## src/mrwrf_pkg.sv

```systemverilog
// Shared types and constants for the multi-read weak region finder.
`default_nettype none

package mrwrf_pkg;

    localparam int NUM_READS       = 8;
    localparam int MAX_TRACK_BYTES = 65536;
    localparam int BITS_PER_BYTE_W = 3;
    localparam int RUN_W           = 17;
    localparam int POS_W           = 17;
    localparam int OFFSET_W        = 16;
    localparam int BITS_W          = RUN_W + BITS_PER_BYTE_W;
    localparam int COUNT_W         = 13;
    localparam int USED_W          = 4;
    localparam int CFG_DATA_W      = 13;
    localparam int CFG_INDEX_W     = 1;

    localparam logic [CFG_INDEX_W-1:0] CFG_READS_IN_USE = 1'b0;
    localparam logic [CFG_INDEX_W-1:0] CFG_REGION_LIMIT = 1'b1;

    localparam logic [USED_W-1:0]  READS_IN_USE_RESET = 4'd2;
    localparam logic [COUNT_W-1:0] REGION_LIMIT_RESET = 13'd64;

    typedef logic [7:0] byte_t;
    typedef byte_t [NUM_READS-1:0] reads_t;

    // Per-position summary of the compared reads
    typedef struct packed {
        logic  differs;
        byte_t lo;
        byte_t hi;
    } cmp_t;

    // One result transaction
    typedef struct packed {
        logic                region_valid;
        logic [OFFSET_W-1:0] region_offset;
        logic [BITS_W-1:0]   region_bits;
        byte_t               lowest_byte;
        byte_t               highest_byte;
        logic [COUNT_W-1:0]  regions_found;
        logic                track_done;
    } res_t;

endpackage

`default_nettype wire

```

## src/mrwrf_compare.sv

```systemverilog
// Compares the used reads of one position against read zero and finds min and max.
`default_nettype none

module mrwrf_compare (
    input  wire mrwrf_pkg::reads_t              reads,
    input  wire [mrwrf_pkg::USED_W-1:0]         reads_in_use,
    output mrwrf_pkg::cmp_t                     summary
);

    always_comb
    begin
        mrwrf_pkg::cmp_t acc;
        acc.differs = 1'b0;
        acc.lo      = reads[0];
        acc.hi      = reads[0];
        for (int r = 1; r < mrwrf_pkg::NUM_READS; r++)
        begin
            // read r counts only when it lies below reads_in_use
            if (mrwrf_pkg::USED_W'(r) < reads_in_use)
            begin
                if (reads[r] != reads[0])
                begin
                    acc.differs = 1'b1;
                end
                if (reads[r] < acc.lo)
                begin
                    acc.lo = reads[r];
                end
                if (reads[r] > acc.hi)
                begin
                    acc.hi = reads[r];
                end
            end
        end
        summary = acc;
    end

endmodule

`default_nettype wire

```

## src/multi_read_weak_region_finder.sv

```systemverilog
// A result is computed from the input register and held in the result register.
// Throughput: one position per cycle while the skid register is free; the result register plus
// a one-entry skid register keep the input flowing while a result waits on a stalled consumer.
// Reset (rst_n low, asynchronous): pipeline empty, track state cleared, reads_in_use = 2,
// region_limit = 64. No clearing pass; the block takes transactions right after reset.
`default_nettype none

module multi_read_weak_region_finder (
    input  wire                                  clk,
    input  wire                                  rst_n,
    // configuration
    input  wire                                  cfg_write,
    input  wire [mrwrf_pkg::CFG_INDEX_W-1:0]     cfg_index,
    input  wire [mrwrf_pkg::CFG_DATA_W-1:0]      cfg_data,
    // input channel
    input  wire                                  in_valid,
    output logic                                 in_stall,
    input  wire [7:0]                            read_byte_0,
    input  wire [7:0]                            read_byte_1,
    input  wire [7:0]                            read_byte_2,
    input  wire [7:0]                            read_byte_3,
    input  wire [7:0]                            read_byte_4,
    input  wire [7:0]                            read_byte_5,
    input  wire [7:0]                            read_byte_6,
    input  wire [7:0]                            read_byte_7,
    input  wire                                  end_of_track,
    // output channel
    output logic                                 out_valid,
    input  wire                                  out_stall,
    output logic                                 region_valid,
    output logic [mrwrf_pkg::OFFSET_W-1:0]       region_offset,
    output logic [mrwrf_pkg::BITS_W-1:0]         region_bits,
    output logic [7:0]                           lowest_byte,
    output logic [7:0]                           highest_byte,
    output logic [mrwrf_pkg::COUNT_W-1:0]        regions_found,
    output logic                                 track_done
);

    // configuration registers
    logic [mrwrf_pkg::USED_W-1:0]   reads_in_use_reg;
    logic [mrwrf_pkg::COUNT_W-1:0]  region_limit_reg;

    // input register
    logic                           s1_valid_reg;
    mrwrf_pkg::reads_t              s1_reads_reg;
    logic                           s1_eot_reg;

    // track state
    logic                           inside_reg;
    logic [mrwrf_pkg::OFFSET_W-1:0] start_reg;
    logic [mrwrf_pkg::RUN_W-1:0]    run_bytes_reg;
    logic [7:0]                     run_min_reg;
    logic [7:0]                     run_max_reg;
    logic [mrwrf_pkg::POS_W-1:0]    position_reg;
    logic [mrwrf_pkg::COUNT_W-1:0]  emitted_reg;

    logic                           inside_next;
    logic [mrwrf_pkg::OFFSET_W-1:0] start_next;
    logic [mrwrf_pkg::RUN_W-1:0]    run_bytes_next;
    logic [7:0]                     run_min_next;
    logic [7:0]                     run_max_next;
    logic [mrwrf_pkg::POS_W-1:0]    position_next;
    logic [mrwrf_pkg::COUNT_W-1:0]  emitted_next;

    // result and skid registers
    logic                           out_valid_reg;
    mrwrf_pkg::res_t                out_res_reg;
    logic                           skid_valid_reg;
    mrwrf_pkg::res_t                skid_res_reg;

    mrwrf_pkg::cmp_t                summary;
    mrwrf_pkg::res_t                res;
    logic                           fire;
    logic                           emit;
    logic                           out_take;
    logic                           in_take;
    logic                           finish;

    // configuration port
    always_ff @(posedge clk or negedge rst_n)
    begin
        if (!rst_n)
        begin
            reads_in_use_reg <= mrwrf_pkg::READS_IN_USE_RESET;
            region_limit_reg <= mrwrf_pkg::REGION_LIMIT_RESET;
        end
        else if (cfg_write)
        begin
            case (cfg_index)
                mrwrf_pkg::CFG_READS_IN_USE:
                    reads_in_use_reg <= cfg_data[mrwrf_pkg::USED_W-1:0];
                mrwrf_pkg::CFG_REGION_LIMIT:
                    region_limit_reg <= cfg_data;
                default:
                    ;
            endcase
        end
    end

    // the stage advances whenever the skid register is free
    assign fire     = s1_valid_reg && !skid_valid_reg;
    assign in_stall = s1_valid_reg && skid_valid_reg;
    assign in_take  = in_valid && !in_stall;
    assign out_take = out_valid_reg && !out_stall;

    always_ff @(posedge clk or negedge rst_n)
    begin
        if (!rst_n)
        begin
            s1_valid_reg <= 1'b0;
        end
        else if (in_take)
        begin
            s1_valid_reg <= 1'b1;
        end
        else if (fire)
        begin
            s1_valid_reg <= 1'b0;
        end
    end

    always_ff @(posedge clk)
    begin
        if (in_take)
        begin
            s1_reads_reg <= {read_byte_7, read_byte_6, read_byte_5, read_byte_4,
                             read_byte_3, read_byte_2, read_byte_1, read_byte_0};
            s1_eot_reg   <= end_of_track;
        end
    end

    mrwrf_compare u_compare (
        .reads        (s1_reads_reg),
        .reads_in_use (reads_in_use_reg),
        .summary      (summary)
    );

    // region tracking for the position in the input register
    always_comb
    begin
        logic active;
        active         = emitted_reg < region_limit_reg;
        inside_next    = inside_reg;
        start_next     = start_reg;
        run_bytes_next = run_bytes_reg;
        run_min_next   = run_min_reg;
        run_max_next   = run_max_reg;
        position_next  = position_reg;
        emitted_next   = emitted_reg;
        finish         = 1'b0;

        if (active)
        begin
            if (summary.differs)
            begin
                if (!inside_reg)
                begin
                    inside_next    = 1'b1;
                    start_next     = position_reg[mrwrf_pkg::OFFSET_W-1:0];
                    run_bytes_next = mrwrf_pkg::RUN_W'(1);
                    run_min_next   = summary.lo;
                    run_max_next   = summary.hi;
                end
                else
                begin
                    if (run_bytes_reg < mrwrf_pkg::RUN_W'(mrwrf_pkg::MAX_TRACK_BYTES))
                    begin
                        run_bytes_next = run_bytes_reg + 1'b1;
                    end
                    if (summary.lo < run_min_reg)
                    begin
                        run_min_next = summary.lo;
                    end
                    if (summary.hi > run_max_reg)
                    begin
                        run_max_next = summary.hi;
                    end
                end
                finish = s1_eot_reg;
            end
            else
            begin
                finish = inside_reg;
            end
            if (finish)
            begin
                emitted_next = emitted_reg + 1'b1;
                inside_next  = 1'b0;
            end
            position_next = position_reg + 1'b1;
        end

        res.region_valid  = finish;
        res.region_offset = finish ? start_next : '0;
        res.region_bits   = finish ? {run_bytes_next, {mrwrf_pkg::BITS_PER_BYTE_W{1'b0}}} : '0;
        res.lowest_byte   = finish ? run_min_next : '0;
        res.highest_byte  = finish ? run_max_next : '0;
        res.regions_found = emitted_next;
        res.track_done    = s1_eot_reg;
    end

    assign emit = fire && (finish || s1_eot_reg);

    // track state; end of track starts a fresh track
    always_ff @(posedge clk or negedge rst_n)
    begin
        if (!rst_n)
        begin
            inside_reg    <= 1'b0;
            start_reg     <= '0;
            run_bytes_reg <= '0;
            run_min_reg   <= '0;
            run_max_reg   <= '0;
            position_reg  <= '0;
            emitted_reg   <= '0;
        end
        else if (fire)
        begin
            if (s1_eot_reg)
            begin
                inside_reg    <= 1'b0;
                start_reg     <= '0;
                run_bytes_reg <= '0;
                run_min_reg   <= '0;
                run_max_reg   <= '0;
                position_reg  <= '0;
                emitted_reg   <= '0;
            end
            else
            begin
                inside_reg    <= inside_next;
                start_reg     <= start_next;
                run_bytes_reg <= run_bytes_next;
                run_min_reg   <= run_min_next;
                run_max_reg   <= run_max_next;
                position_reg  <= position_next;
                emitted_reg   <= emitted_next;
            end
        end
    end

    // result register with skid entry behind it
    always_ff @(posedge clk or negedge rst_n)
    begin
        if (!rst_n)
        begin
            out_valid_reg  <= 1'b0;
            skid_valid_reg <= 1'b0;
        end
        else if (skid_valid_reg)
        begin
            if (out_take)
            begin
                skid_valid_reg <= 1'b0;
            end
        end
        else if (emit)
        begin
            if (out_valid_reg && !out_take)
            begin
                skid_valid_reg <= 1'b1;
            end
            else
            begin
                out_valid_reg <= 1'b1;
            end
        end
        else if (out_take)
        begin
            out_valid_reg <= 1'b0;
        end
    end

    always_ff @(posedge clk)
    begin
        if (skid_valid_reg)
        begin
            if (out_take)
            begin
                out_res_reg <= skid_res_reg;
            end
        end
        else if (emit)
        begin
            if (out_valid_reg && !out_take)
            begin
                skid_res_reg <= res;
            end
            else
            begin
                out_res_reg <= res;
            end
        end
    end

    assign out_valid     = out_valid_reg;
    assign region_valid  = out_res_reg.region_valid;
    assign region_offset = out_res_reg.region_offset;
    assign region_bits   = out_res_reg.region_bits;
    assign lowest_byte   = out_res_reg.lowest_byte;
    assign highest_byte  = out_res_reg.highest_byte;
    assign regions_found = out_res_reg.regions_found;
    assign track_done    = out_res_reg.track_done;

`ifndef SYNTH
    // skid entry is only ever filled behind a held result
    a_skid_behind_out: assert property (@(posedge clk) disable iff (!rst_n)
        skid_valid_reg |-> out_valid_reg)
        else $error("skid entry valid while result register empty");

    // a reported region is never empty and is always counted
    a_region_nonempty: assert property (@(posedge clk) disable iff (!rst_n)
        (out_valid_reg && out_res_reg.region_valid) |->
        (out_res_reg.region_bits != '0 && out_res_reg.regions_found != '0))
        else $error("reported region has zero length or zero count");

    // the last position of a track leaves a cleared track state
    a_track_cleared: assert property (@(posedge clk) disable iff (!rst_n)
        (fire && s1_eot_reg) |=> (position_reg == '0 && emitted_reg == '0 && !inside_reg))
        else $error("track state not cleared after end of track");

    // every processed end of track yields a result transaction
    a_eot_emits: assert property (@(posedge clk) disable iff (!rst_n)
        (fire && s1_eot_reg) |=> out_valid_reg)
        else $error("end of track produced no result");
`endif

endmodule

`default_nettype wire

```

## config.mk

```make
export PLATFORM = sky130hd
export DESIGN_NAME = multi_read_weak_region_finder
export DESIGN_NICKNAME = d
export VERILOG_FILES = /design/src/mrwrf_pkg.sv /design/src/mrwrf_compare.sv /design/src/multi_read_weak_region_finder.sv
export SDC_FILE = /design/constraint.sdc
export NUM_CORES = 1
export LEC_CHECK = 0
export ABC_CLOCK_PERIOD_IN_PS = 26600
export BUFFER_PORTS_ARGS = -buffer_cell sky130_fd_sc_hd__clkbuf_2
export CAP_MARGIN = 30
export CORE_ASPECT_RATIO = 0.8
export CORE_MARGIN = 5
export CORE_UTILIZATION = 51
export DETAILED_ROUTE_END_ITERATION = 8
export PLACE_DENSITY_LB_ADDON = 0.12
export SYNTH_ARGS = -nofsm -noshare
export SYNTH_HDL_FRONTEND = slang
export SYNTH_SLANG_ARGS = --single-unit
export TNS_END_PERCENT = 1
```

## constraint.sdc

```tcl
create_clock -name clk -period 26.6 [get_ports clk]
set_clock_uncertainty 0.1 [all_clocks]
set_input_delay 1.33 -clock clk [delete_from_list [all_inputs] [get_ports clk]]
set_output_delay 1.33 -clock clk [all_outputs]
set_load 0.005 [all_outputs]
```

==> metrics <==
status finished clean; Clock Path Buffers 3; vias in the first global route roughly 13000; RSZ-0062 raised after global routing false; power density over the cells about 130 mW/mm2; Post-synth EDFFs 193; Clock Latency Late Sink between 500 and 600 ps; WS Path Type register to register; hold_buf cts 0; Area Growth Syn to Fin 12.1%; full die area roughly 0.038 mm2; worst slew pin tran 1210 ps; Worst Hold Launch start_reg[13]$_DFFE_PN0P_; Initial Util 0.517; I/O pins about 150; worst hold path class register to register; VDD IR max 83.6 uV; Die Wd ~220 um; Final Wtd Congestion between 0.9 and 1; DP Area ~0.018 mm2; DPL Wire Length about 33 mm; CP most frequent cell a21oi_1; FF-to-FF path depth between 60 and 70; placed cells 2205; Synth top area share 0.333; ANT cells 0; row cnt 60; Seq/Total Area, Yosys 0.476; DRT antenna net count 0; post-route cell area approximately 0.020 mm2; layout cell share with drive strength beyond 1 0.163; Worst path slowest cell a21oi_1; Synth Flop Type edfxtp_1; CTS Root Cell clkbuf_16; most common cell after layout, fill and taps aside edfxtp_1; Final nets around 2000; register bit count reported by yosys between 200 and 300; reg2reg setup slack 9060 ps; Num CTS Buffers 30; pin count of the biggest net entering global routing 95; grt ovf 0; leading area contributor after synthesis edfxtp_1; post-CTS setup buffer count 0; clk slew on worst S/H paths 60 ps; non-filler cells, final 2264; final core utilization 0.580; Min Clock Period, post-route around 18000 ps; most frequent cells in the layout 193 x edfxtp_1, 191 x nand2_1, 148 x clkbuf_2; fin crit share 0.659; vias per cell 5.86; Die H between 150 and 200 um; hold path depth 1; Worst Path Arrival around 18000 ps; Area contributors post-synth edfxtp_1 33%, dfrtp_1 14%, ha_1 8.5%; slowest stage delay, CP 730 ps; CTS H-tree lvls 1; number of DRC markers in iteration 0 ~1200; Startpoint Class register; syn avg cell area 10.3 um2; setup violators final 0; worst endpoint required time approximately 27000 ps; Slew Limit Fails 0; max-cap viol count 0; Post-Syn Area 0.0174 mm2; Post-Route WL roughly 45 mm; Hold Crit Endpoint start_reg[13]$_DFFE_PN0P_; drt pass-1 iters 5; Sink Count a little under 300; Worst R2R End highest_byte[4]$_DFFE_PP_; slew margin rel. 0.197; Avg WL per Cell about 20 um; # resized after CTS 0; PortBufs ~150; Reg-to-Reg Start s1_reads_reg[3]$_DFFE_PP_; Fin Setup TNS 0 ps; Final Hold Viols 0; post-synthesis cell count 1694; Ys Warns 0; CP Capture Type register; initial antenna violation count 0; post-synth cell types approximately 80; Async S/R FF share, synth 0.339; FMAX ~57 MHz; Core ar. about 0.034 mm2; critical-path maximum fanout 19; global-route wire length before repair 70.8 mm; detailed-route via count 13272; Residual DRC 0; CTS tree done; Global Route Usage Sum 0.230; Leak 0.00841 uW
==> through the flow <==
step	worst slack (ps)	hold slack [ps]	total power (uW)
after floorplan	11870	348	1800
after global placement	9790	382	2120
after detailed placement	9350	382	2170
after CTS	9300	403	2600
after global routing	7550	409	2830
final	9060	397	2600
==> where the power goes <==
| part | switching, uW | total, uW | internal, uW |
|---|---|---|---|
| clock | 175 | 423 | 249 |
| combinational | 884 | 1470 | 584 |
| sequential | 80.1 | 709 | 629 |
==> layout make-up <==
type	instances	area, um2
Clock buffer	48	931
Clock inverter	8	73.8
Fill cell	2891	14100
Inverter	109	409
Multi-Input combinational cell	1205	8360
Sequential cell	292	8280
Tap cell	434	543
Timing Repair Buffer	168	917
==> critical path, delay by kind of cell (launching register included) <==
| kind | cells | cell delay (ps) |
|---|---|---|
| adder cells (fa/ha/maj) | 8 | 2460 |
| AO/OA/AOI/OAI | 33 | 8480 |
| buffers and inverters | 3 | 280 |
| flip-flops | 1 | 700 |
| AND/OR/NAND/NOR | 20 | 4340 |
| multiplexers | 3 | 860 |
==> logic make-up after synthesis <==
logic type | count (synthesis) | synth area share
AOI/OAI and AO/OA | 412 | 0.161
xor gates and xnor gates | 80 | 0.0403
adders and majority gates | 120 | 0.0860
buffers and inverters | 199 | 0.0454
and+or+nand+nor | 491 | 0.131
other | 1 | 0.000215
muxes | 99 | 0.0605
DFF | 292 | 0.476
==> metal layers <==
metal / vias up / wire length [um] / GRT usage
met5: - / 0 / 0
met4: 0 / 805 / 0.0411
met3: 62 / 3110 / 0.0388
met2: 422 / 18800 / 0.339
met1: 6393 / 22000 / 0.361
li1: 6395 / - / -
==> Yosys cell counts, drive strengths merged (6+ instances only) <==
| master | n |
|---|---|
| a21o | 37 |
| a21oi | 83 |
| a22o | 21 |
| a31oi | 6 |
| and3 | 11 |
| and4 | 6 |
| buf | 19 |
| clkbuf | 71 |
| dfrtp | 97 |
| edfxtp | 193 |
| ha | 118 |
| inv | 109 |
| mux2 | 47 |
| mux2i | 52 |
| nand2 | 191 |
| nand2b | 13 |
| nand3 | 24 |
| nand4 | 24 |
| nor2 | 124 |
| nor2b | 21 |
| nor3 | 21 |
| nor4 | 11 |
| o211ai | 9 |
| o21a | 11 |
| o21ai | 103 |
| o221ai | 11 |
| o22a | 9 |
| o22ai | 7 |
| o31ai | 70 |
| or2 | 14 |
| or3 | 20 |
| xnor2 | 43 |
| xor2 | 37 |
==> how the worst max path moves through the flow <==
stage / from / end / slack, ps / cells past startpoint
floorplan: s1_reads_reg[1]$_DFFE_PP_ / highest_byte[0]$_DFFE_PP_ / 11870 / 80
global placement: s1_reads_reg[3]$_DFFE_PP_ / highest_byte[0]$_DFFE_PP_ / 9790 / 66
detailed placement: s1_reads_reg[1]$_DFFE_PP_ / highest_byte[4]$_DFFE_PP_ / 9350 / 67
CTS: s1_reads_reg[1]$_DFFE_PP_ / highest_byte[4]$_DFFE_PP_ / 9300 / 67
global route: s1_reads_reg[7]$_DFFE_PP_ / highest_byte[2]$_DFFE_PP_ / 7550 / 68
finish: s1_reads_reg[3]$_DFFE_PP_ / highest_byte[4]$_DFFE_PP_ / 9060 / 67
(Power assumes the default switching activity.)
